===== src/pf_pkg.sv =====
// ----------------------------------------------------------------------------
// pf_pkg
// Shared types, codes and small helper functions for the 5x5 Playfair block.
// ----------------------------------------------------------------------------
package pf_pkg;

  // Command codes carried on the input kind field
  localparam logic [1:0] CMD_KEY = 2'd0;
  localparam logic [1:0] CMD_MSG = 2'd1;
  localparam logic [1:0] CMD_END = 2'd2;

  // Register address of the mode register
  localparam logic [1:0] REG_MODE_ADDR = 2'd0;

  // Letter indexes (A = 0) and square geometry
  localparam logic [4:0] LETTER_I    = 5'd8;
  localparam logic [4:0] LETTER_J    = 5'd9;
  localparam logic [4:0] LETTER_X    = 5'd23;
  localparam logic [4:0] LETTER_LAST = 5'd25;
  localparam logic [4:0] NO_LETTER   = 5'd26;
  localparam logic [4:0] CELLS       = 5'd25;
  localparam int         NUM_LETTERS = 26;
  localparam int         NUM_CELLS   = 25;

  localparam logic [7:0] ASCII_UA = 8'h41;
  localparam logic [7:0] ASCII_UZ = 8'h5A;
  localparam logic [7:0] ASCII_UJ = 8'h4A;
  localparam logic [7:0] ASCII_LA = 8'h61;
  localparam logic [7:0] ASCII_LZ = 8'h7A;
  localparam logic [6:0] ASCII_A7 = 7'h41;

  typedef enum logic [2:0] {
    ST_IDLE,
    ST_FILL,
    ST_PROC,
    ST_LK_POS,
    ST_LK_SQR,
    ST_LK_OUT
  } pf_state_t;

  // Map a byte to a letter index, case folded and J folded into I;
  // NO_LETTER for anything that is not a letter.
  function automatic logic [4:0] letter_of(input logic [7:0] c);
    logic [7:0] d;
    logic [4:0] idx;
    begin
      d   = 8'd0;
      idx = NO_LETTER;
      if (c >= ASCII_UA && c <= ASCII_UZ) begin
        d   = c - ASCII_UA;
        idx = d[4:0];
      end else if (c >= ASCII_LA && c <= ASCII_LZ) begin
        d   = c - ASCII_LA;
        idx = d[4:0];
      end
      if (idx == LETTER_J) begin
        idx = LETTER_I;
      end
      return idx;
    end
  endfunction

  // Row of a cell 0..24
  function automatic logic [2:0] row_of(input logic [4:0] p);
    begin
      if (p >= 5'd20)      return 3'd4;
      else if (p >= 5'd15) return 3'd3;
      else if (p >= 5'd10) return 3'd2;
      else if (p >= 5'd5)  return 3'd1;
      else                 return 3'd0;
    end
  endfunction

  // Column of a cell 0..24
  function automatic logic [2:0] col_of(input logic [4:0] p);
    logic [4:0] base;
    logic [4:0] diff;
    begin
      base = {row_of(p), 2'b00} + {2'b00, row_of(p)};
      diff = p - base;
      return diff[2:0];
    end
  endfunction

  // (v + s) mod 5 for v in 0..4 and s in 1..4
  function automatic logic [2:0] add_mod5(input logic [2:0] v, input logic [2:0] s);
    logic [3:0] sum;
    begin
      sum = {1'b0, v} + {1'b0, s};
      if (sum >= 4'd5) begin
        sum = sum - 4'd5;
      end
      return sum[2:0];
    end
  endfunction

  // Cell number from row and column
  function automatic logic [4:0] cell_of(input logic [2:0] r, input logic [2:0] c);
    begin
      return {r, 2'b00} + {2'b00, r} + {2'b00, c};
    end
  endfunction

endpackage


===== src/pf_ram.sv =====
// ----------------------------------------------------------------------------
// pf_ram
// Generic RAM: one write port, two read ports with registered read data.
// ----------------------------------------------------------------------------
module pf_ram #(
  parameter int WIDTH = 5,
  parameter int DEPTH = 25
) (
  input  logic                     clk,
  input  logic                     we,
  input  logic [$clog2(DEPTH)-1:0] waddr,
  input  logic [WIDTH-1:0]         wdata,
  input  logic                     re,
  input  logic [$clog2(DEPTH)-1:0] raddr_a,
  input  logic [$clog2(DEPTH)-1:0] raddr_b,
  output logic [WIDTH-1:0]         rdata_a,
  output logic [WIDTH-1:0]         rdata_b
);

  logic [WIDTH-1:0] mem_r [DEPTH];

  // Write port
  always_ff @(posedge clk) begin
    if (we) begin
      mem_r[waddr] <= wdata;
    end
  end

  // Registered reads, held while re is low
  always_ff @(posedge clk) begin
    if (re) begin
      rdata_a <= mem_r[raddr_a];
      rdata_b <= mem_r[raddr_b];
    end
  end

endmodule


===== src/playfair_cipher.sv =====
// A key byte is absorbed in its accept cycle; a pair-completing message byte passes PROC,
// LK_POS, LK_SQR and LK_OUT before its first letter shows, the second as soon as the first
// is taken. Key bytes go one per cycle while idle; a message byte holds the input until
// handled (two dependent reads to close a pair); the first one of a run adds an alphabet
// walk. An untaken result stalls the next pair. Reset clears control state, the used set
// and the mode register; the square memories are not cleared and are rewritten before use.
// ----------------------------------------------------------------------------
// playfair_cipher
// Streaming 5x5 Playfair cipher: builds the square from key bytes, then
// enciphers or deciphers message letters pair by pair.
// ----------------------------------------------------------------------------
module playfair_cipher
  import pf_pkg::*;
(
  input  logic        clk,
  input  logic        rst_n,
  // Input stream
  input  logic        in_tvalid,
  output logic        in_tready,
  input  logic [7:0]  in_tdata,     // [7:0] char_code
  input  logic [1:0]  in_tuser,     // [1:0] cmd
  // Result stream
  output logic        out_tvalid,
  input  logic        out_tready,
  output logic [7:0]  out_tdata,    // [6:0] letter, [7] zero
  output logic        out_tlast,    // pair_last
  // Configuration port
  input  logic        cfg_psel,
  input  logic        cfg_penable,
  input  logic        cfg_pwrite,
  input  logic [1:0]  cfg_paddr,
  input  logic [31:0] cfg_pwdata,
  output logic [31:0] cfg_prdata,
  output logic        cfg_pready
);

  pf_state_t state_r, state_nxt;

  logic        mode_r;
  logic [25:0] used_r;
  logic [4:0]  fill_r;
  logic        complete_r;
  logic [4:0]  pend_r;
  logic        pend_v_r;
  logic [4:0]  k_r;
  logic [7:0]  char_r;
  logic [4:0]  pair_a_r, pair_b_r;
  logic [4:0]  out_a_r, out_b_r;
  logic [1:0]  cnt_r;

  logic        in_acc;
  logic        out_acc;
  logic        cfg_wr;
  logic        key_acc;
  logic        end_pair;
  logic [4:0]  cand;
  logic        app_en;
  logic        proc_ok;
  logic [4:0]  proc_idx;
  logic [7:0]  dec_diff;

  logic        pos_re, sq_re;
  logic [4:0]  pos_rd_a, pos_rd_b;
  logic [4:0]  sq_rd_a, sq_rd_b;
  logic [4:0]  oa, ob;
  logic [2:0]  ra, ca, rb, cb, shift;

  // Handshakes
  assign in_acc  = in_tvalid && in_tready;
  assign out_acc = out_tvalid && out_tready;
  assign cfg_pready = 1'b1;
  assign cfg_wr  = cfg_psel && cfg_penable && cfg_pwrite && cfg_pready;
  assign cfg_prdata = {31'd0, mode_r};

  assign key_acc  = in_acc && (in_tuser == CMD_KEY) && !complete_r;
  assign end_pair = pend_v_r && !mode_r && complete_r;

  // Append candidate: key letter in idle, alphabet walk in fill
  always_comb begin
    cand   = (state_r == ST_FILL) ? k_r : letter_of(in_tdata);
    app_en = ((state_r == ST_FILL) || (state_r == ST_IDLE && key_acc)) &&
             (cand < NO_LETTER) && (cand != LETTER_J) && (fill_r < CELLS) &&
             !used_r[cand];
  end

  // Classify the held message byte
  always_comb begin
    dec_diff = char_r - ASCII_UA;
    if (mode_r) begin
      proc_ok  = (char_r >= ASCII_UA) && (char_r <= ASCII_UZ) && (char_r != ASCII_UJ);
      proc_idx = dec_diff[4:0];
    end else begin
      proc_idx = letter_of(char_r);
      proc_ok  = (proc_idx != NO_LETTER);
    end
  end

  // Next state
  always_comb begin
    state_nxt = state_r;
    case (state_r)
      ST_IDLE: begin
        if (in_acc) begin
          case (in_tuser)
            CMD_MSG: state_nxt = complete_r ? ST_PROC : ST_FILL;
            CMD_END: state_nxt = end_pair ? ST_LK_POS : ST_IDLE;
            default: state_nxt = ST_IDLE;
          endcase
        end
      end
      ST_FILL: begin
        if (k_r == LETTER_LAST) state_nxt = ST_PROC;
      end
      ST_PROC: begin
        state_nxt = (proc_ok && pend_v_r) ? ST_LK_POS : ST_IDLE;
      end
      ST_LK_POS: state_nxt = ST_LK_SQR;
      ST_LK_SQR: state_nxt = ST_LK_OUT;
      ST_LK_OUT: begin
        if (cnt_r == 2'd0) state_nxt = ST_IDLE;
      end
      default: state_nxt = ST_IDLE;
    endcase
  end

  // State outputs
  always_comb begin
    in_tready = 1'b0;
    pos_re    = 1'b0;
    sq_re     = 1'b0;
    case (state_r)
      ST_IDLE:   in_tready = 1'b1;
      ST_LK_POS: pos_re    = 1'b1;
      ST_LK_SQR: sq_re     = 1'b1;
      default: begin
        in_tready = 1'b0;
      end
    endcase
  end

  // Apply the Playfair rule to the two positions
  always_comb begin
    shift = mode_r ? 3'd4 : 3'd1;
    ra = row_of(pos_rd_a);
    ca = col_of(pos_rd_a);
    rb = row_of(pos_rd_b);
    cb = col_of(pos_rd_b);
    if (ra == rb) begin
      oa = cell_of(ra, add_mod5(ca, shift));
      ob = cell_of(rb, add_mod5(cb, shift));
    end else if (ca == cb) begin
      oa = cell_of(add_mod5(ra, shift), ca);
      ob = cell_of(add_mod5(rb, shift), cb);
    end else begin
      oa = cell_of(ra, cb);
      ob = cell_of(rb, ca);
    end
  end

  // Square: cell -> letter
  pf_ram #(.WIDTH(5), .DEPTH(NUM_CELLS)) u_square (
    .clk     (clk),
    .we      (app_en),
    .waddr   (fill_r),
    .wdata   (cand),
    .re      (sq_re),
    .raddr_a (oa),
    .raddr_b (ob),
    .rdata_a (sq_rd_a),
    .rdata_b (sq_rd_b)
  );

  // Position table: letter -> cell
  pf_ram #(.WIDTH(5), .DEPTH(NUM_LETTERS)) u_position (
    .clk     (clk),
    .we      (app_en),
    .waddr   (cand),
    .wdata   (fill_r),
    .re      (pos_re),
    .raddr_a (pair_a_r),
    .raddr_b (pair_b_r),
    .rdata_a (pos_rd_a),
    .rdata_b (pos_rd_b)
  );

  // Control registers
  always_ff @(posedge clk) begin
    if (!rst_n) begin
      state_r    <= ST_IDLE;
      mode_r     <= 1'b0;
      used_r     <= '0;
      fill_r     <= '0;
      complete_r <= 1'b0;
      pend_r     <= '0;
      pend_v_r   <= 1'b0;
      k_r        <= '0;
      cnt_r      <= '0;
    end else begin
      state_r <= state_nxt;

      // Mode register write
      if (cfg_wr && cfg_paddr == REG_MODE_ADDR) begin
        mode_r <= cfg_pwdata[0];
      end

      // Append a letter to the square
      if (app_en) begin
        used_r[cand] <= 1'b1;
        fill_r       <= fill_r + 5'd1;
      end

      // Start of a message byte: begin the alphabet walk if needed
      if (state_r == ST_IDLE && in_acc && in_tuser == CMD_MSG) begin
        k_r <= '0;
      end
      if (state_r == ST_FILL) begin
        k_r <= k_r + 5'd1;
        if (k_r == LETTER_LAST) complete_r <= 1'b1;
      end

      // Pair forming
      if (state_r == ST_PROC && proc_ok) begin
        if (!pend_v_r) begin
          pend_r   <= proc_idx;
          pend_v_r <= 1'b1;
        end else if (mode_r || pend_r != proc_idx) begin
          pend_v_r <= 1'b0;
        end
      end

      // End of message: clear the square and the pending letter
      if (state_r == ST_IDLE && in_acc && in_tuser == CMD_END) begin
        used_r     <= '0;
        fill_r     <= '0;
        complete_r <= 1'b0;
        pend_r     <= '0;
        pend_v_r   <= 1'b0;
      end

      // Output buffer count
      if (state_r == ST_LK_OUT && cnt_r == 2'd0) begin
        cnt_r <= 2'd2;
      end else if (out_acc) begin
        cnt_r <= cnt_r - 2'd1;
      end
    end
  end

  // Payload registers
  always_ff @(posedge clk) begin
    if (state_r == ST_IDLE && in_acc) begin
      char_r <= in_tdata;
    end
    if (state_r == ST_IDLE && in_acc && in_tuser == CMD_END) begin
      pair_a_r <= pend_r;
      pair_b_r <= LETTER_X;
    end
    if (state_r == ST_PROC) begin
      pair_a_r <= pend_r;
      pair_b_r <= (!mode_r && pend_r == proc_idx) ? LETTER_X : proc_idx;
    end
    if (state_r == ST_LK_OUT && cnt_r == 2'd0) begin
      out_a_r <= sq_rd_a;
      out_b_r <= sq_rd_b;
    end
  end

  // Drive the result stream: first letter, then second with tlast
  assign out_tvalid = (cnt_r != 2'd0);
  assign out_tlast  = (cnt_r == 2'd1);
  assign out_tdata  = {1'b0, ASCII_A7 + {2'b00, (cnt_r == 2'd1) ? out_b_r : out_a_r}};

  // Checks
  a_fill_bound: assert property (@(posedge clk) disable iff (!rst_n)
    fill_r <= CELLS)
    else $error("fill count beyond square size");

  a_second_letter: assert property (@(posedge clk) disable iff (!rst_n)
    out_acc && !out_tlast |=> out_tvalid && out_tlast)
    else $error("second letter of a pair missing");

  a_end_clears: assert property (@(posedge clk) disable iff (!rst_n)
    in_acc && in_tuser == CMD_END |=> fill_r == 5'd0 && !complete_r && !pend_v_r)
    else $error("end command did not clear the square");

  a_fill_phase: assert property (@(posedge clk) disable iff (!rst_n)
    state_r == ST_FILL |-> !complete_r)
    else $error("alphabet walk on a completed square");

endmodule


===== config.mk =====
export PLATFORM = sky130hd
export DESIGN_NAME = playfair_cipher
export DESIGN_NICKNAME = d
export VERILOG_FILES = /design/src/pf_pkg.sv /design/src/pf_ram.sv /design/src/playfair_cipher.sv
export SDC_FILE = /design/constraint.sdc
export NUM_CORES = 1
export LEC_CHECK = 0
export ABC_AREA = 1
export ABC_CLOCK_PERIOD_IN_PS = 7300
export BUFFER_PORTS_ARGS = -buffer_cell sky130_fd_sc_hd__buf_4
export CORE_UTILIZATION = 40
export CTS_BUF_LIST = sky130_fd_sc_hd__clkbuf_2 sky130_fd_sc_hd__clkbuf_4 sky130_fd_sc_hd__clkbuf_8
export CTS_CLUSTER_DIAMETER = 200
export CTS_CLUSTER_SIZE = 24
export DETAILED_ROUTE_END_ITERATION = 6
export PLACE_DENSITY_LB_ADDON = 0.15
export SLEW_MARGIN = 20
export SYNTH_ARGS = -nofsm -noshare
export SYNTH_HDL_FRONTEND = slang
export SYNTH_HIERARCHICAL = 1
export SYNTH_SLANG_ARGS = --single-unit

===== constraint.sdc =====
create_clock -name clk -period 7.3 [get_ports clk]
set_clock_uncertainty 0.15 [all_clocks]
set_input_delay 0 -clock clk [delete_from_list [all_inputs] [get_ports clk]]
set_output_delay 0 -clock clk [all_outputs]
set_load 0.02 [all_outputs]

==> reports/results.tsv, run 1 <==
metric	value	unit
critical path fanouts, max	10	
Syn Inst Count	2588	
Starting Density	40.5	%
CP required	7.52	ns
Distinct cells, synth	47	
Net Sw Power	0.000895	W
Arrival @ worst endpoint	6.53	ns
insertion delay to the later sink of the worst-skew pair	0.60	ns
Placeable Area	51400	um2
Total GRT Usage	21.5	%
CTS H-Tree Depth	1	
Sequential Power Share	62.8	%
highest-count cells in the layout ignoring fill and taps	831 x nand2_1, 458 x nand3_1, 306 x inv_1	
RSZ-0062 raised after global routing	false	
nature of the critical path endpoint	flop	
Final ANT Viol Nets	0	
initial antenna violation count	0	
EDFF count, synth	303	
global-route wire length before repair	90000	um
Fmax achieved	158	MHz
root buf cell	clkbuf_8	
postcts setup bufs	0	
die area	53000	um2
r2r endpoint	u_square/rdata_a[1]	
IO Count	95	
internal power	0.00261	W
Hold Crit Class	in2reg	
crit path capture	u_square/rdata_a[1]	
final worst slack	0.987	ns
critical path class	reg2reg	
Std-Cell Rows	83	
Num CTS Buffers	18	
crit path launch	u_position/rdata_a[1]	
Yosys reg bits	352	
GPL Wtd Cong	0.897	
drt first-iter violations	1324	
clock sink total	352	
vias per cell	5.19	
status	finished, final reports clean	
Final Cycle Share	86.5	%
Async SR Flop Fraction	0	%
Fin Setup TNS	0	ns
Worst R2R Setup Slack	0.99	ns
largest net degree at the start of global routing	72	
Power Density	160	nW/um2
clock transition at the registers of the reported paths	0.17	ns
pins over their slew limit	0	
Worst R2R Start	u_position/rdata_a[1]	
drt drc	0	
share of layout cells above drive strength 1	5.12	%
drt pass-1 iters	5	
static leakage	9.46	nW
most common cell after layout, fill and taps aside	nand2_1	
grt ovf	0	
sw frac	25.5	%
number of global-route vias before repair	16300	
Yosys Warn Count	6	
antenna diode count	0	
CTS tree	built	
final hold viol count	0	
Combinational Power Share	10.6	%
width of the die	230	um
post-route minimum period	6.31	ns
DP Wirelength	36800	um
max_slew headroom	37.1	%
cells on worst reg2reg path	27	
I/O Buffers	29	
worst vdd ir	88.9	uV
PostCTS Resize Cnt	0	
DR vias	17000	
post-synthesis sequential area ratio	48.4	%
Mean Syn Cell Area	8.05	um2
Final nets	2707	
final setup vio count	0	
Worst-Margin Slew	0.944	ns
hold depth	7	
main flop type after synthesis	edfxtp_1	
Max Cap Viol	0	
Max clock buf depth	3	
Die Span Y	230	um
Total Wirelength	56900	um
Clock Power Share	26.5	%
Critical Path Source Type	flop	
Netlist Area Pre-Place	20800	um2
WL/cell	17.4	um
Syn-to-layout area delta	5.44	%
worst slack, placed	1.07	ns
synth_stat cells (all sizes together) (10+ instances only):
master  number  area (um2)
nand3      460        2310
fa          10         200
o21ai       57         289
o211ai      10        75.1
nor2       160         626
clkbuf      13        51.3
nor3        12        65.1
buf        130         951
xnor2       13         114
a21oi       86         442
inv        318        1200
dfxtp       49         981
nand4       11        68.8
edfxtp     303        9100
nand2      834        3140
xor2        24         210
ha          59         738
per-stage QoR:
step                util [%]  power (W)  instance area (um2)  hold slack (ns)  cells
finish                  42.7    0.00351                22000           0.0425   3279
detailed placement      41.5    0.00261                21300           0.0707   3219
CTS                     42.7    0.00355                22000          0.00759   3279
global placement        41.5    0.00261                21300           0.0690   3219
global route            42.7    0.00364                22000            0.109   3279
floorplan                  -    0.00251                21000          -0.0511   2620
flip-flops by register name, indices dropped and copies added (netlist names), 2 cells and up:
signal / flops
char_r: 8
cnt_r: 2
fill_r: 5
k_r: 5
out_a_r: 5
out_b_r: 5
pair_a_r: 5
pair_b_r: 5
pend_r: 5
state_r: 3
u_position/mem_r: 130
u_position/rdata_a: 5
u_position/rdata_b: 5
u_square/mem_r: 125
u_square/rdata_a: 5
u_square/rdata_b: 5
used_r: 26
metal layers:
layer / global-route usage, % / part of all wire, % / vias to the layer above
met1: 29.4 / 45 / 8010
met4: 6.00 / 2.3 / 0
met5: 0 / 0 / -
met3: 1.87 / 5.4 / 94
li1: - / - / 8359
met2: 36.1 / 47 / 555
how the worst min path moves through the flow:
| stage | startpoint | end | slack [ns] |
|---|---|---|---|
| floorplan | in_tdata[0] | char_r[0] | -0.05 |
| global placement | in_tdata[7] | char_r[7] | 0.07 |
| detailed placement | in_tdata[7] | char_r[7] | 0.07 |
| finish | in_tuser[1] | state_r[0] | 0.04 |
| global route | cfg_paddr[1] | mode_r | 0.11 |
| CTS | in_tuser[1] | state_r[0] | 0.008 |
final cells by class:
cell class | instances | area [um2]
tap | 680 | 851
timing repair buffer | 90 | 758
fill | 5105 | 29400
sequential | 352 | 10100
multi-input combinational | 1805 | 8710
inverter | 320 | 1210
clock inverter | 1 | 8.76
clock buffer | 31 | 352
critical path: stages (launching register included):
cell	delay, ns
edfxtp_1	0.49
o31ai_1	0.47
o21ai_0	0.16
nand3_1	0.20
nand2_1	0.12
inv_1	0.17
ha_1	0.17
inv_1	0.05
fa_1	0.37
xnor2_1	0.21
xor2_1	0.16
buf_4	0.17
ha_1	0.25
xnor2_1	0.24
nor2_1	0.06
a311o_1	0.32
o21ai_0	0.38
ha_1	0.31
a21o_1	0.17
a21oi_1	0.16
xnor2_1	0.13
nand2_1	0.07
nand2_1	0.30
clkinv_1	0.38
nand3_1	0.22
nand2_1	0.06
nand2_1	0.05
nand2_1	0.06
cell families (layout without fill, tap and decap cells):
| family | Yosys count | after routing | synth area share, % |
|---|---|---|---|
| AOI/OAI and AO/OA | 169 | 169 | 4.45 |
| xor gates and xnor gates | 37 | 37 | 1.55 |
| adders and majority gates | 69 | 69 | 4.50 |
| buffers and inverters | 463 | 442 | 10.6 |
| DFF | 352 | 352 | 48.4 |
| muxes | 3 | 3 | 0.150 |
| other | 2 | 34 | 0.0360 |
| and+or+nand+nor | 1493 | 1493 | 30.3 |
power by group through the flow:
stage	clock network (W)	registers, W	logic, W
3_3_place_gp	0	0.00225	0.000357
2_1_floorplan	0	0.00225	0.000261
4_1_cts	0.000969	0.00220	0.000374
6_report	0.000930	0.00220	0.000373
5_1_grt	0.00102	0.00221	0.000417
3_5_place_dp	0	0.00225	0.000362
what timing repair did:
| action | CTS | global route |
|---|---|---|
| endpoints found under the setup margin | 0 | 0 |
| hold buffers | 28 | 0 |
| endpoints found under the hold margin | 58 | 0 |
No activity file was read; power rests on OpenSTA's default activity.
==> run 2, diff against run 1 <==
CELL_PAD_IN_SITES_DETAIL_PLACEMENT = 0   (was not set)
CELL_PAD_IN_SITES_GLOBAL_PLACEMENT = 1   (was not set)
TNS_END_PERCENT = 50   (was not set)
==> run 2 against run 1 <==
Worst hold slack gained 0.055 ns. Via count increased by 0.15%. Register-to-register slack gained 0.06 ns. Count of clock-buffer cells in the layout unchanged. First-iteration DRC count is 9.9% higher. Cell count rose by 0.21%.
==> reports/results.tsv, run 2 (synthesis gave the netlist of run 1 again) <==
metric	value	unit	change
most frequent CP cell	nand2_1		
GRT met1 Usage	31.1	%	+1.7 points
IO Count	95		unchanged
global-route wire length before repair	92500	um	+2.8%
worst vdd ir	130	uV	+46%
Arrival @ worst endpoint	6.48	ns	-0.05 ns
Max clock buf depth	3		unchanged
drt first-iter violations	1455		+9.9%
Syn-to-layout area delta	5.66	%	
largest net degree at the start of global routing	72		unchanged
family with the most delay on the worst path	compound AO/OA/AOI/OAI gates		
final setup vio count	0		unchanged
Fmax achieved	160	MHz	+1.0%
share of layout cells above drive strength 1	5.26	%	+0.14 points
Max Cap Viol	0		unchanged
Num CTS Buffers	18		unchanged
root buf cell	clkbuf_8		
GPL Wtd Cong	0.849		-5.4%
Starting Density	40.5	%	unchanged
GRT busiest layer	met2		
CTS tree	built		
Std-Cell Rows	83		unchanged
crit-path max cell delay	0.72	ns	+0.23 ns
critical path fanouts, max	10		unchanged
static leakage	9.49	nW	+0.34%
DR vias	17000		+0.15%
CTS H-Tree Depth	1		unchanged
grt ovf	0		unchanged
highest-count cells in the layout ignoring fill and taps	831 x nand2_1, 458 x nand3_1, 306 x inv_1		
DP Wirelength	38300	um	+4.1%
Final ANT Viol Nets	0		unchanged
Critical Path Source Type	flop		
insertion delay to the later sink of the worst-skew pair	0.62	ns	+0.02 ns
final hold viol count	0		unchanged
die area	53000	um2	unchanged
number of global-route vias before repair	16300		-0.26%
clock transition at the registers of the reported paths	0.15	ns	-0.02 ns
max reg flops	130		unchanged
Worst-Margin Slew	1.08	ns	+0.136 ns
Fin Setup TNS	0	ns	unchanged
PostCTS Resize Cnt	0		unchanged
pins over their slew limit	0		unchanged
Total GRT Usage	22.3	%	+0.89 points
status	finished, final reports clean		
CP required	7.53	ns	about the same
met3 Use GR	2.34	%	+0.47 points
Finished Layout Cells	3286		+0.21%
vias per cell	5.19		about the same
post-route minimum period	6.25	ns	-0.0627 ns
clock sink total	352		unchanged
I/O Buffers	29		unchanged
Biggest register	u_position/mem_r		
initial antenna violation count	1		+1
drt drc	0		unchanged
Power Density	159	nW/um2	-0.20%
Die Span Y	230	um	unchanged
critical path class	reg2reg		
nature of the critical path endpoint	flop		
drt pass-1 iters	5		unchanged
RSZ-0062 raised after global routing	false		
Total Wirelength	59300	um	+4.2%
Buf/Inv on CP	5		+1
Cells after DPL	3224		+0.16%
global routing usage on met2	36.8	%	+0.70 points
WL/cell	18.0	um	+4.0%
width of the die	230	um	unchanged
top flop regs	u_position/mem_r x130, u_square/mem_r x125, used_r x26		
Hold Crit Class	in2reg		
most common cell after layout, fill and taps aside	nand2_1		
Final Cycle Share	85.6	%	-0.86 points
Placeable Area	51400	um2	unchanged
Final nets	2713		+0.22%
max_slew headroom	27.3	%	-9.8 points
CP max stage cell	fa_1		
-- run 2: cell types whose count changed in the layout (fill, tap and decap cells not counted), sizes merged --
cell	previous run	this run
inv	318	319
dlygate4sd3	28	29
buf	62	67
clkinv	3	2
diode	0	1
-- run 2: routing by layer --
layer | up-vias | share of wire [%]
met3 | 81 | 5.0
li1 | 8385 | -
met5 | - | 0
met1 | 8098 | 46
met2 | 480 | 47
met4 | 0 | 2.4
-- run 2: path summary, 6_finish.rpt --
kind	endpoint	slack, ns	from	depth (start not counted)
setup / recovery	u_square/rdata_a[1]	1.05	u_position/rdata_a[1]	27
hold / removal	mode_r	0.1	cfg_paddr[1]	5
hold reg to reg	out_b_r[3]	0.27	u_square/rdata_b[3]	0
setup reg to reg	u_square/rdata_a[1]	1.05	u_position/rdata_a[1]	27
-- run 2: area by class of cell --
type,instances,area [um2]
Fill cell,5159,29400
Sequential cell,352,10100
Multi-Input combinational cell,1805,8710
Inverter,320,1210
Tap cell,680,851
Timing Repair Buffer,96,806
Clock buffer,31,352
Clock inverter,1,8.76
Antenna cell,1,2.50
-- run 2: what timing repair did --
action | in CTS | in global routing
hold buffers | 29 | 0
endpoints found under the hold margin | 65 | 0
setup buffers | 0 | 0
-- run 2: power by group --
| group | switching (W) | internal [W] |
|---|---|---|
| Clock | 0.000612 | 0.000310 |
| Combinational | 0.000274 | 0.000107 |
| Sequential | 0.00000775 | 0.00220 |
-- run 2: through the flow --
step | utilization (%) | area [um2] | power, W | hold WS (ns) | setup WS (ns)
after detailed placement | 41.6 | 21400 | 0.00262 | 0.0675 | 1.00
final | 42.8 | 22000 | 0.00351 | 0.0977 | 1.05
after global routing | 42.8 | 22000 | 0.00365 | 0.0861 | 0.346
after global placement | 41.6 | 21400 | 0.00262 | 0.0659 | 1.13
after CTS | 42.8 | 22000 | 0.00355 | 0.0484 | 1.00
after floorplan | - | 21000 | 0.00251 | -0.0511 | 1.87
-- run 2: tightest hold or removal path: cells and delay by family --
family                 cells  cell delay (ns)
AOI/OAI and AO/OA          2             0.17
and+or+nand+nor            1             0.05
buffers and inverters      2             0.62
